<file path="config.mk">
export PLATFORM = sky130hd
export DESIGN_NAME = hpi_queue
export DESIGN_NICKNAME = d
export VERILOG_FILES = /design/src/rtl/core/hpi_pkg.sv /design/src/rtl/core/hpi_queue.sv
export SDC_FILE = /design/constraint.sdc
export NUM_CORES = 1
export LEC_CHECK = 0
export BUFFER_PORTS_ARGS = -buffer_cell sky130_fd_sc_hd__buf_2
export CORE_AREA = 2 2 124 126
export CTS_BUF_LIST = sky130_fd_sc_hd__clkbuf_2 sky130_fd_sc_hd__clkbuf_4 sky130_fd_sc_hd__clkbuf_8
export DETAILED_ROUTE_END_ITERATION = 10
export DIE_AREA = 0 0 126 128
export PLACE_DENSITY = 0.73
export RECOVER_POWER = 25
export SYNTH_ARGS = -nofsm -noshare
export SYNTH_HDL_FRONTEND = slang
export SYNTH_SLANG_ARGS = --single-unit
</file>
<file path="constraint.sdc">
create_clock -name clk -period 5.99 [get_ports clk]
set_clock_uncertainty 0.05 [all_clocks]
set_input_delay 1.198 -clock clk [delete_from_list [all_inputs] [get_ports clk]]
set_output_delay 1.198 -clock clk [all_outputs]
set_load 0.01 [all_outputs]
</file>
<file path="src/rtl/core/hpi_pkg.sv">
`timescale 1ns / 1ps
// Shared types, codes and constants of the hash table probe and insert unit.
// Depends on nothing; every module of the block imports it.
package hpi_pkg;

	localparam int TABLE_DEPTH_DEF = 1024;
	localparam int QUEUE_DEPTH = 2;

	localparam logic [63:0] HASH_MULT = 64'hff51afd7ed558ccd;
	localparam int HASH_SHIFT = 33;

	localparam logic [1:0] OP_LOOKUP = 2'd0;
	localparam logic [1:0] OP_INSERT = 2'd1;
	localparam logic [1:0] OP_CLEAR = 2'd2;

	localparam logic [2:0] ST_FOUND = 3'd0;
	localparam logic [2:0] ST_INSERTED = 3'd1;
	localparam logic [2:0] ST_NOT_FOUND = 3'd2;
	localparam logic [2:0] ST_FULL = 3'd3;
	localparam logic [2:0] ST_CLEARED = 3'd4;

	typedef enum logic [1:0] {
		KIND_LOOKUP,
		KIND_INSERT,
		KIND_CLEAR
	} kind_t;

	typedef struct packed {
		kind_t kind;
		logic [63:0] key;
	} req_t;

	typedef enum logic [2:0] {
		F_IDLE,
		F_MUL,
		F_SUM,
		F_MOD,
		F_PUSH
	} front_state_t;

	typedef enum logic [1:0] {
		B_INIT,
		B_IDLE,
		B_PROBE,
		B_CLEAR
	} back_state_t;

	function automatic logic [63:0] xor_shift(input logic [63:0] v);
		return v ^ (v >> HASH_SHIFT);
	endfunction

endpackage

</file>
<file path="src/rtl/core/hpi_queue.sv">
`timescale 1ns / 1ps
// Short request queue between the front end and the probe engine.
// Depends on hpi_pkg for the request type and its depth.
module hpi_queue import hpi_pkg::*; #(
	parameter int SLOT_W = $clog2(TABLE_DEPTH_DEF)
) (
	input  logic              clk,
	input  logic              arst_n,
	input  logic              push_valid,
	output logic              push_ready,
	input  req_t              push_req,
	input  logic [SLOT_W-1:0] push_home,
	output logic              pop_valid,
	input  logic              pop_ready,
	output req_t              pop_req,
	output logic [SLOT_W-1:0] pop_home
);

	localparam int PTR_W = (QUEUE_DEPTH > 1) ? $clog2(QUEUE_DEPTH) : 1;
	localparam logic [PTR_W-1:0] PTR_LAST = PTR_W'(QUEUE_DEPTH - 1);
	localparam logic [PTR_W:0] COUNT_FULL = (PTR_W + 1)'(QUEUE_DEPTH);

	req_t req_mem [QUEUE_DEPTH];
	logic [SLOT_W-1:0] home_mem [QUEUE_DEPTH];
	logic [PTR_W-1:0] wr_ptr_q, rd_ptr_q;
	logic [PTR_W:0] count_q;
	logic do_push, do_pop;

	assign push_ready = count_q != COUNT_FULL;
	assign pop_valid = count_q != '0;
	assign do_push = push_valid && push_ready;
	assign do_pop = pop_valid && pop_ready;
	assign pop_req = req_mem[rd_ptr_q];
	assign pop_home = home_mem[rd_ptr_q];

	always_ff @(posedge clk or negedge arst_n) begin
		if (!arst_n) begin
			wr_ptr_q <= '0;
			rd_ptr_q <= '0;
			count_q <= '0;
		end else begin
			if (do_push) begin
				wr_ptr_q <= (wr_ptr_q == PTR_LAST) ? '0 : wr_ptr_q + 1'b1;
			end
			if (do_pop) begin
				rd_ptr_q <= (rd_ptr_q == PTR_LAST) ? '0 : rd_ptr_q + 1'b1;
			end
			if (do_push && !do_pop) begin
				count_q <= count_q + 1'b1;
			end else if (do_pop && !do_push) begin
				count_q <= count_q - 1'b1;
			end
		end
	end

	always_ff @(posedge clk) begin
		if (do_push) begin
			req_mem[wr_ptr_q] <= push_req;
			home_mem[wr_ptr_q] <= push_home;
		end
	end

endmodule

</file>
# Word level (Yosys, flattened, before mapping)
# Memory sizes are Yosys's and may differ from the RTL's.
# Index checks and enable logic that the tools add are counted.
[totals]
ramBits = 152
n_memories = 2
register_bits = 4
output_inout_bits = 78
wordCells = 24
[classes]
n_reduce_logical = 8
n_eq_ne = 1
addsub = 4
muxes = 6
[mem_list]
columns = ["memory", "words", "width", "read_ports", "rd_ports_with_merged_regs", "wr", "line_no", "rtl"]
rows = [
  ["req_mem", 2, 66, 1, 0, 1, "hpi_queue.sv:23", "req_t req_mem [QUEUE_DEPTH];"],
  ["home_mem", 2, 10, 1, 0, 1, "hpi_queue.sv:24", "logic [SLOT_W-1:0] home_mem [QUEUE_DEPTH];"],
]
[ops]
columns = ["operator", "n"]
rows = [
  ["1-bit logical AND", 4],
  ["1-bit 2-to-1 mux", 4],
  ["2-bit 2-to-1 mux", 2],
  ["2-bit nonzero test", 2],
  ["1-bit adder, second input constant", 2],
  ["2-bit by 1-bit adder with 2-bit output, second input constant", 1],
  ["1-bit logical NOT", 2],
  ["2-bit != test, second input constant", 1],
  ["2-bit by 1-bit subtractor with 2-bit output, second input constant", 1],
]

# Longest topological paths before layout
[logic_depth]
depth_word = 6
depth_mapped = 7

# Worst setup path after synthesis
# Ideal clock, no wire load.
[synth_timing]
path_kind = "input to register"
from = "input push_valid"
to = "memory home_mem[0][0] in the netlist's numbering (enable)"
path_slack_ns = 0.969
stages = 2
arrival_time_ns = 4.461
cell_sequence = "nand2_1 > nor2_1"
[synth_via]
elab_chain_cells = 3
[synth_rtl]
columns = ["element", "line_no", "rtl"]
rows = [
  ["from (decl)", "hpi_queue.sv:9", "input logic push_valid,"],
  ["1-bit logical AND", "hpi_queue.sv:31", "assign do_push = push_valid && push_ready;"],
  ["1-bit 2-to-1 mux", "hpi_queue.sv:57", "if (do_push) begin"],
  ["1-bit 2-to-1 mux (implied by the code)", "hpi_queue.sv:59", "home_mem[wr_ptr_q] <= push_home;"],
  ["to (decl)", "hpi_queue.sv:24", ""],
]
# No other way between the ends.

==> results.cfg <==
[worst_setup_path]
critPathCaptureType = output pin
crit_cells = 3
worst_r2r_path_depth = 4
critPathMaxFanout = 41
timing.critical_path.from_type = flip-flop
critical_path_class = reg2out
worst-path-buf-inv = 2
max_stage_delay_ns = 0.84
worstPathRequired_ns = 4.74
crit_arrival_ns = 2.44
cp_cell_sequence = buf_4 > mux2_2 > buf_2
cp_top_family = flip-flops
cpMaxStageDelayCell = dfrtp_4

[cts]
cts_resized = 0
h-tree-depth = 4
tritoncts.num_buffers = 17
postCtsSetupRepairBufs = 0
clk_pin_slew_ns = 0.08
insertion_delay_ns = 0.43
cts_buffer_depth = 2
cts_hold_buffers = 0
clkSinkCount = 156
cts_root_buf = clkbuf_8
cts_tree = done

[sta]
relSlewSlack = 0.288
max_slew.worst_pin.slew_ns = 1.07
min_period_over_period = 0.616
setup_total_negative_slack_ns = 0
fmax_mhz = 271
drv_slew = 0
rsz0062_at_grt = false
hold_slack_ns = 0.450
layout_min_cycle_time_ns = 3.69
hold_viol = 0
setup_violations = 0

[global_routing]
grt_pass1_vias = 3011
grt_usage = 0.128
grt.met1_usage = 0.134
antenna_found_initial = 1
use_met2 = 0.224
gr-usage-met3 = 0.0622
grt_pass1_wl_microns = 15200
grt_overflow = 0
grt_max_degree = 77
top_usage_layer = met2

[synthesis]
synth_area_per_cell_sq_um = 22.8
netlist_top_cells_count = edfxtp_1 (152), mux2_2 (46), mux2_4 (30)
synthArstFlopShare = 0.0256
synth_seq_cells = 156
synthCells = 255
ys_warn_count = 0
ys_seq_area_frac = 0.802
synth_top_area_cell = edfxtp_1
synth-edff-count = 152
synth.cell_area_sq_um = 5810
ys.flop_type = edfxtp_1
syn_nets = 336
yosysMostFrequentCell = edfxtp_1
ys_types = 16
yosys.area.top_type_share = 0.785
synth.top_cells.by_area = edfxtp_1 (79%), mux2_2 (8.9%), mux2_4 (7.7%)

[drt]
drt-wirelength-per-cell_microns = 16.1
drt_iter0_markers = 138
wl_microns = 10100
vias = 2855
firstDrtPassIters = 4
ant_nets = 0
viasPerCell = 4.57
post-route-drc-count = 0

[cells_and_area]
final_util = 0.484
layout-drive-gt1-share = 0.569
fin_area_sq_um = 7200
area_growth_pct = 23.8
finalNetCount = 505

[power]
finalPower_w = 0.00348
leakagePower_nw = 2.73
powerDensity_nw_per_um2 = 483
max-vdd-ir-drop_uv = 255

[min_path]
whs_path_depth = 1
worstHoldPathType = reg2reg

[die]
dieArea_sq_um = 16100
die_y_microns = 128
io_pins = 158
start_util = 0.391
rows = 45
core_region_area_sq_um = 14900
die_w_microns = 126

[placement]
dpl_cell_area_sq_um = 6780
dpl.hpwl_microns = 6650
portBuffers = 157
place_congestion = 0.686

[outcome]
outcome = completed

[flow_run]
drv_cap = 0
-- layout make-up --
class	instances	area, sq um
timing repair buffer	159	776
multi-input combinational	89	1070
fill	1285	7670
tap	188	235
clock buffer	18	241
sequential	156	4670
antenna	1	2.50
clock inverter	13	198
inverter	1	3.75
-- final timing paths --
| check | start | end | slack, ns |
|---|---|---|---|
| hold / removal | count_q[1] | count_q[1] | 0.45 |
| min in group asynchronous | arst_n | rd_ptr_q | 0.53 |
| setup reg to reg | count_q[0] | req_mem[0][61] | 3.57 |
| hold reg to reg | count_q[1] | count_q[1] | 0.45 |
| max in group asynchronous | arst_n | rd_ptr_q | 5.14 |
| setup / recovery | rd_ptr_q | pop_req[10] | 2.30 |
-- stage by stage --
stage	setup slack (ns)	std cells
after floorplan	0.969	255
after global placement	2.75	593
after detailed placement	2.70	593
after CTS	2.20	624
after global routing	2.10	624
final	2.30	625
-- state kept, by name, indices dropped and copies added, names as in the netlist --
name / count
req_mem: 132
home_mem: 20
count_q: 2
rd_ptr_q: 1
wr_ptr_q: 1
-- worst reg2reg max path, cell delays in order (launching register included) --
cell	delay [ns]
dfrtp_1	0.40
nand2b_1	0.17
nand2_1	0.14
nor2_4	0.55
buf_4	0.69
-- routing by layer --
layer | up-vias | routed length (microns) | share of wire
met4 | 0 | 130 | 0.013
li1 | 1341 | - | -
met3 | 12 | 754 | 0.075
met5 | - | 0 | 0
met1 | 1398 | 3870 | 0.38
met2 | 104 | 5320 | 0.53
-- cell usage in the layout (no fill, tap or decap), types with 2 or more instances in the layout --
master / netlist / final
edfxtp_1: 152 / 152
buf_2: 4 / 137
mux2_2: 46 / 46
mux2_4: 30 / 30
clkbuf_1: 0 / 20
clkbuf_8: 0 / 17
bufinv_16: 0 / 5
xnor2_1: 3 / 3
clkinv_2: 0 / 3
dfrtp_1: 4 / 3
nand2_1: 2 / 2
xor2_1: 2 / 2
clkinv_1: 0 / 2
buf_4: 0 / 2
-- cells by family after synthesis --
| logic type | after synthesis | synth area share |
|---|---|---|
| XOR/XNOR | 5 | 0.00753 |
| buffers and inverters | 10 | 0.0157 |
| multiplexers | 76 | 0.167 |
| flip-flops | 156 | 0.802 |
| adder cells (fa/ha/maj) | 1 | 0.00215 |
| AND/OR/NAND/NOR | 7 | 0.00581 |
-- where the power goes --
part	leakage [nW]	internal, W	switching [W]
logic	1.05	0.000502	0.000492
clock network	0.221	0.000495	0.000365
registers	1.46	0.00150	0.000125
(Power assumes the default switching activity.)
