--- config.mk ---
export PLATFORM = sky130hd
export DESIGN_NAME = hpi_front
export DESIGN_NICKNAME = d
export VERILOG_FILES = /design/src/rtl/core/hpi_pkg.sv /design/src/rtl/core/hpi_front.sv
export SDC_FILE = /design/constraint.sdc
export NUM_CORES = 2
export LEC_CHECK = 0
export ABC_AREA = 1
export BUFFER_PORTS_ARGS = -buffer_cell sky130_fd_sc_hd__buf_2
export CORE_UTILIZATION = 60
export CTS_BUF_LIST = sky130_fd_sc_hd__clkbuf_4
export DETAILED_ROUTE_END_ITERATION = 8
export PLACE_DENSITY = 0.77
export SLEW_MARGIN = 20
export SYNTH_ARGS = -nofsm -noshare
export SYNTH_HDL_FRONTEND = slang
export SYNTH_SLANG_ARGS = --single-unit
--- constraint.sdc ---
create_clock -name clk -period 11.1 [get_ports clk]
set_input_delay 2.22 -clock clk [delete_from_list [all_inputs] [get_ports clk]]
set_output_delay 2.22 -clock clk [all_outputs]
set_load 0.02 [all_outputs]
--- src/rtl/core/hpi_pkg.sv ---
`timescale 1ns / 1ps
// Shared types, codes and constants of the hash table probe and insert unit.
// Depends on nothing; every module of the block imports it.
package hpi_pkg;

	localparam int TABLE_DEPTH_DEF = 1024;
	localparam int QUEUE_DEPTH = 2;

	localparam logic [63:0] HASH_MULT = 64'hff51afd7ed558ccd;
	localparam int HASH_SHIFT = 33;

	localparam logic [1:0] OP_LOOKUP = 2'd0;
	localparam logic [1:0] OP_INSERT = 2'd1;
	localparam logic [1:0] OP_CLEAR = 2'd2;

	localparam logic [2:0] ST_FOUND = 3'd0;
	localparam logic [2:0] ST_INSERTED = 3'd1;
	localparam logic [2:0] ST_NOT_FOUND = 3'd2;
	localparam logic [2:0] ST_FULL = 3'd3;
	localparam logic [2:0] ST_CLEARED = 3'd4;

	typedef enum logic [1:0] {
		KIND_LOOKUP,
		KIND_INSERT,
		KIND_CLEAR
	} kind_t;

	typedef struct packed {
		kind_t kind;
		logic [63:0] key;
	} req_t;

	typedef enum logic [2:0] {
		F_IDLE,
		F_MUL,
		F_SUM,
		F_MOD,
		F_PUSH
	} front_state_t;

	typedef enum logic [1:0] {
		B_INIT,
		B_IDLE,
		B_PROBE,
		B_CLEAR
	} back_state_t;

	function automatic logic [63:0] xor_shift(input logic [63:0] v);
		return v ^ (v >> HASH_SHIFT);
	endfunction

endpackage

--- src/rtl/core/hpi_front.sv ---
`timescale 1ns / 1ps
// Front end: accepts requests, decodes the operation and computes the home slot.
// Depends on hpi_pkg; feeds hpi_queue.
module hpi_front import hpi_pkg::*; #(
	parameter int TABLE_DEPTH = TABLE_DEPTH_DEF,
	localparam int SLOT_W = $clog2(TABLE_DEPTH)
) (
	input  logic              clk,
	input  logic              arst_n,
	input  logic              req_valid,
	output logic              req_ready,
	input  logic [1:0]        op,
	input  logic [63:0]       search_key,
	input  logic              init_done,
	output logic              push_valid,
	input  logic              push_ready,
	output req_t              push_req,
	output logic [SLOT_W-1:0] push_home
);

	localparam bit IS_POW2 = (TABLE_DEPTH & (TABLE_DEPTH - 1)) == 0;
	localparam int MOD_BITS = 4;
	localparam int MOD_STEPS = 64 / MOD_BITS;
	localparam int STEP_W = $clog2(MOD_STEPS);
	localparam logic [STEP_W-1:0] STEP_LAST = STEP_W'(MOD_STEPS - 1);
	localparam logic [SLOT_W:0] DEPTH_R = (SLOT_W + 1)'(TABLE_DEPTH);

	front_state_t state_q, state_d;
	kind_t kind_dec;
	req_t req_q;
	logic [63:0] mix_q;
	logic [63:0] p_ll_q;
	logic [31:0] p_lh_q;
	logic [31:0] p_hl_q;
	logic [63:0] sum_mix;
	logic [63:0] hash_q;
	logic [SLOT_W-1:0] rem_q;
	logic [SLOT_W-1:0] rem_next;
	logic [SLOT_W:0] rem_work;
	logic [SLOT_W-1:0] home_q;
	logic [STEP_W-1:0] step_q;
	logic accept;

	always_comb begin
		unique case (op)
			OP_LOOKUP: kind_dec = KIND_LOOKUP;
			OP_INSERT: kind_dec = KIND_INSERT;
			OP_CLEAR:  kind_dec = KIND_CLEAR;
			default:   kind_dec = KIND_LOOKUP;
		endcase
	end

	// Low 64 bits of the product, assembled from three partial products of 32-bit halves, then xor-shifted.
	assign sum_mix = xor_shift(p_ll_q + {p_lh_q + p_hl_q, 32'd0});

	// Remainder by the table size, MOD_BITS bits of the hash per cycle, MSB first.
	always_comb begin
		rem_work = {1'b0, rem_q};
		for (int i = 0; i < MOD_BITS; i++) begin
			rem_work = {rem_work[SLOT_W-1:0], hash_q[63-i]};
			if (rem_work >= DEPTH_R) begin
				rem_work = rem_work - DEPTH_R;
			end
		end
		rem_next = rem_work[SLOT_W-1:0];
	end

	always_ff @(posedge clk or negedge arst_n) begin
		if (!arst_n) begin
			state_q <= F_IDLE;
		end else begin
			state_q <= state_d;
		end
	end

	always_comb begin
		state_d = state_q;
		req_ready = 1'b0;
		push_valid = 1'b0;
		unique case (state_q)
			F_IDLE: begin
				req_ready = init_done;
				if (req_valid && init_done) begin
					state_d = F_MUL;
				end
			end
			F_MUL: state_d = F_SUM;
			F_SUM: state_d = IS_POW2 ? F_PUSH : F_MOD;
			F_MOD: begin
				if (step_q == STEP_LAST) begin
					state_d = F_PUSH;
				end
			end
			F_PUSH: begin
				push_valid = 1'b1;
				if (push_ready) begin
					state_d = F_IDLE;
				end
			end
			default: state_d = F_IDLE;
		endcase
	end

	assign accept = req_valid && req_ready;

	always_ff @(posedge clk) begin
		if (accept) begin
			req_q <= '{kind: kind_dec, key: search_key};
			mix_q <= xor_shift(search_key);
		end
		if (state_q == F_MUL) begin
			p_ll_q <= 64'(mix_q[31:0]) * 64'(HASH_MULT[31:0]);
			p_lh_q <= mix_q[31:0] * HASH_MULT[63:32];
			p_hl_q <= mix_q[63:32] * HASH_MULT[31:0];
		end
		if (state_q == F_SUM) begin
			hash_q <= sum_mix;
			rem_q <= '0;
			step_q <= '0;
			if (IS_POW2) begin
				home_q <= sum_mix[SLOT_W-1:0];
			end
		end
		if (state_q == F_MOD) begin
			hash_q <= hash_q << MOD_BITS;
			rem_q <= rem_next;
			step_q <= step_q + 1'b1;
			if (step_q == STEP_LAST) begin
				home_q <= rem_next;
			end
		end
	end

	assign push_req = req_q;
	assign push_home = home_q;

endmodule

; Word level (Yosys, flattened, before mapping)
; Cells that the tools add are included.
[classes]
n_eq_ne = 10
n_mux = 20
order_cmp = 4
n_reduce_logical = 5
n_mul = 3
bitwise = 2
addsub = 7
[ops]
columns = op, n
row1 = 64-bit two-way mux, 2
row2 = 64-bit by 31-bit XOR with 64-bit output, 2
row3 = 10-bit two-way mux, 9
row4 = 64-bit adder, 1
row5 = "32-bit by 32-bit multiplier with 64-bit output, second input constant", 1
row6 = "11-bit >= comparator, second input constant", 4
row7 = "10-bit by 1-bit subtractor with 10-bit output, second input constant", 4
row8 = 32-bit adder, 1
row9 = "32-bit by 25-bit multiplier with 32-bit output, second input constant", 1
row10 = "32-bit by 30-bit multiplier with 32-bit output, second input constant", 1
row11 = 3-bit one-hot mux with 5 select lines, 1
row12 = 3-bit two-way mux, 3
row13 = 4-bit two-way mux, 2
row14 = "3-bit by 2-bit equality test with 1-bit output, second input constant", 2
row15 = "2-bit inequality test, second input constant", 3
row16 = "4-bit by 1-bit adder with 4-bit output, second input constant", 1
row17 = "4-bit equality test, second input constant", 1
row18 = 2-bit one-hot mux with 2 select lines, 1
row19 = "3-bit by 1-bit equality test with 1-bit output, second input constant", 1
row20 = "3-bit equality test, second input constant", 1
row21 = 3-bit zero test, 1
row22 = 3-bit AND reduction, 1
row23 = "2-bit by 1-bit equality test with 1-bit output, second input constant", 1
row24 = "2-bit equality test, second input constant", 1
row25 = 3 further kinds, 5
[totals]
register_bits = 349
input_bits = 71
output_inout_bits = 78
word_cells = 63

; Longest topological paths before layout
[depth]
depth_word = 10
depth_mapped = 28
ltp_nobuf = 28

; Worst setup path after synthesis
; OpenSTA, ideal clock, no wires.
[synth_timing]
path_type = reg2reg
startpoint = register state_q[2]
endpoint = register p_hl_q[0], enable pin
required_time_ns = 10.328
setup_time_ns = 0.772
slack_ns = 1.225
path_stages_with_launch = 2
path_buffers = 0
period_less_slack_ns = 9.875
t_arrival_ns = 9.104
cell_sequence = dfrtp_1 -> nor3_1
[synth_between]
elab_chain_len = 1
[synth_rtl]
columns = item, line
row1 = "start, declared", hpi_front.sv:28  ; front_state_t state_q, state_d;
row2 = "start signal, assigned", hpi_front.sv:72  ; state_q <= state_d;
row3 = 3-bit by 1-bit equality test with 1-bit output, hpi_front.sv:111  ; if (state_q == F_MUL) begin
row4 = "end signal, assigned", hpi_front.sv:114  ; p_hl_q <= mix_q[63:32] * HASH_MULT[31:0];
row5 = "end, declared", hpi_front.sv:34  ; logic [31:0] p_hl_q;
; Every way passes these cells.
; A chain may end at the register's enable or synchronous reset.

; Final worst setup path
[layout_timing]
startpoint = register mix_q[1]
endpoint = register p_ll_q[44], data pin
[layout_between]
elab_chain_len = 1
[layout_rtl]
columns = item, line
row1 = "start, declared", hpi_front.sv:31  ; logic [63:0] mix_q;
row2 = "start signal, assigned", hpi_front.sv:109  ; mix_q <= xor_shift(search_key);
row3 = 32-bit by 32-bit multiplier with 64-bit output, hpi_front.sv:112  ; p_ll_q <= 64'(mix_q[31:0]) * 64'(HASH_MULT[31:0]);
row4 = "end signal, assigned", hpi_front.sv:112
row5 = "end, declared", hpi_front.sv:32  ; logic [63:0] p_ll_q;
; Every way passes these cells.

==> impl_metrics.py <==
metrics = {
    "final_layout": {
        "fin_cells": 6882,
        "area_growth_syn_to_layout_pct": 6.00,
        "fin_util_pct": 64.3,
        "drive_gt1_share_pct": 6.80,
        "final_nets": 7335,
    },
    "clocking": {
        "cts_setup_buffers": 0,
        "cts_tree": "done",
        "cts_sinks": 311,
        "cts_buffers": 90,
        "path_clk_slew_ns": 0.07,
        "clk_latency_ns": 0.97,
        "hold_buffers": 0,
        "cts_buffer_depth": 3,
        "h-tree-depth": 3,
        "clockRootBuffer": "clkbuf_4",
        "cts_resized": 0,
    },
    "critical_path": {
        "worstPathArrival_ns": 8.26,
        "crit_path_frequent_cell": "fa_1",
        "path_cells": "inv_1 -> fa_1 -> fa_1 -> inv_1 -> fa_1 -> fa_1 -> fa_1 -> fa_1 -> fa_1 -> inv_1 -> fa_1 -> inv_1 -> ha_1 -> nand2_1 -> nor2_1 -> nand2_1 -> nor3_1 -> nand2_1 -> nand2_2 -> a21oi_2 -> xnor2_1",
        "cp.required_ns": 11.78,
        "worst_setup_path_end_kind": "register",
        "critPathMaxFanout": 10,
        "critPathMaxStageDelay_ns": 0.88,
        "crit_type": "reg2reg",
        "crit_path_top_delay_cell": "edfxtp_1",
        "rrSetupSlack_ns": 3.51,
        "start_kind": "register",
    },
    "synthesis": {
        "synthTopCellsByCount": "inv_1 (1531), fa_1 (847), ha_1 (749)",
        "synthDistinctLibCells": 62,
        "syn_inst": 5467,
        "async_reset_ff_share_pct": 0.965,
        "synth_area_sq_um": 51700,
        "synth.area.top_cells": "fa_1 (33%), ha_1 (18%), edfxtp_1 (17%)",
        "seq_area_frac_synth_pct": 17.8,
        "syn_nets": 7134,
        "avgSynthCellArea_sq_um": 9.46,
        "yosysMostFrequentCell": "inv_1",
        "yosysTopAreaCellShare_pct": 32.8,
        "synth_enable_flop_cells": 294,
        "synth_flop_cell": "edfxtp_1",
        "yosys.area.top_type": "fa_1",
        "synth_seq_cells": 311,
        "yosysWarnings": 0,
    },
    "outcome": {
        "status": "finished, final reports clean",
    },
    "route": {
        "vias_per_cell": 5.57,
        "drc_errors": 0,
        "drt_iter0_markers": 3002,
        "vias": 38300,
        "wl_per_cell_microns": 23.4,
        "dr.pass1.iters": 7,
        "ant_nets": 0,
        "finalWirelength_mm": 161,
    },
    "timing": {
        "drv_slew": 0,
        "rsz0062_at_grt": "no",
        "post-route-min-period_ns": 7.59,
        "fin_crit_sh_pct": 68.3,
        "hold_viol": 0,
        "finalSetupViolCount": 0,
        "fmax_mhz": 132,
        "slew_headroom_pct": 24.8,
        "fin_setup_tns_ns": 0,
        "tightestPinTransition_ns": 1.13,
        "skew_ns": 0.110,
    },
    "place": {
        "place_inst": 6720,
        "hpwl_mm": 142,
        "port_buffers": 148,
        "place.gp.congestion": 1.03,
    },
    "global_route": {
        "grt_max_degree": 73,
        "grt_pass1_wl_mm": 241,
        "grt_pass1_vias": 40000,
        "grt.total_usage_pct": 38.2,
        "overflow": 0,
        "antenna_found_initial": 2,
    },
    "die": {
        "die_x_microns": 296,
        "dieArea_sq_um": 87400,
        "fp-row-count": 107,
        "start_util_pct": 60.6,
        "die_h_microns": 296,
        "boundaryPins": 149,
        "core-area_sq_um": 85300,
    },
    "flow_run": {
        "cap_violations": 0,
    },
    "min_path": {
        "hp-class": "reg2reg",
    },
}
[through the flow]
step | setup slack [ns] | area, sq um | hold slack [ns]
2_1_floorplan | 1.22 | 51700 | 0.446
3_3_place_gp | 3.57 | 53700 | 0.456
3_5_place_dp | 3.60 | 53700 | 0.466
4_1_cts | 3.57 | 54800 | 0.479
5_1_grt | 3.34 | 54800 | 0.508
6_report | 3.51 | 54800 | 0.477
[sequential cells by signal (all words and copies together), names as in the netlist]
name / count
rem_q: 6
push_req: 66
step_q: 4
state_q: 3
mix_q: 31
p_ll_q: 64
hash_q: 64
p_hl_q: 32
p_lh_q: 31
push_home: 10
[final cells by class]
class,count,area (sq um)
flip-flops and latches,311,9180
fillers,7170,30500
clock inverters,28,163
clock buffers,130,976
repair buffers,157,808
well taps,1144,1430
inverters,1543,5790
multi-input cells,3565,36500
diodes,4,10.0
[worst max-delay path: cells and delay by family, from the launching register on]
family / cells / cell delay, ns
AOI/OAI and AO/OA: 1 / 0.07
DFF: 1 / 0.88
and+or+nand+nor: 6 / 1.26
buffers and inverters: 4 / 0.42
xor gates and xnor gates: 1 / 0.16
adders and majority gates: 9 / 4.53
[per-layer routing]
| metal | track usage, % | up-vias | wire length (microns) |
|---|---|---|---|
| li1 | - | 17300 | - |
| met1 | 51.8 | 19000 | 67000 |
| met2 | 59.0 | 1708 | 72300 |
| met3 | 9.07 | 291 | 14600 |
| met4 | 15.6 | 2 | 7290 |
| met5 | 0 | - | 13 |
[kinds of logic after synthesis]
| group | count (synthesis) | synth area share (%) |
|---|---|---|
| AOI/OAI and AO/OA | 502 | 5.56 |
| xor gates and xnor gates | 217 | 3.69 |
| adders and majority gates | 1596 | 50.9 |
| buffers and inverters | 1591 | 11.8 |
| DFF | 311 | 17.8 |
| and+or+nand+nor | 1250 | 10.3 |
[layout by cell type, fill, tap and decap left out, types with 7 or more instances in the layout]
cell,synthesis,final
a21o_1,22,22
a21oi_1,230,230
a21oi_2,8,8
a31oi_1,13,13
buf_2,4,148
buf_4,33,9
clkbuf_4,0,130
clkinv_1,1,15
clkinv_2,0,7
dfxtp_1,14,14
edfxtp_1,294,294
fa_1,847,847
ha_1,749,749
inv_1,1531,1531
inv_2,11,11
nand2_1,672,671
nand2_2,19,20
nand3_1,173,173
nand3_2,7,7
nand3b_1,9,9
nand4_1,31,31
nor2_1,262,261
nor2_2,15,15
nor3_1,25,24
o21ai_0,125,125
o21ai_1,26,26
o21bai_1,26,26
xnor2_1,67,67
xor2_1,149,149
[final timing paths]
path / to / start / depth (start not counted)
worst max register to register: p_ll_q[44] / mix_q[1] / 21
worst min-delay path: hash_q[0] / hash_q[0] / 2
min in group asynchronous: state_q[1] / arst_n / 1
max in group asynchronous: state_q[2] / arst_n / 1
worst max-delay path: p_ll_q[44] / mix_q[1] / 21
worst min register to register: hash_q[0] / hash_q[0] / 2
Power is not shown: default switching activity piles up to over one toggle a cycle in this logic, so the estimate is an artifact.
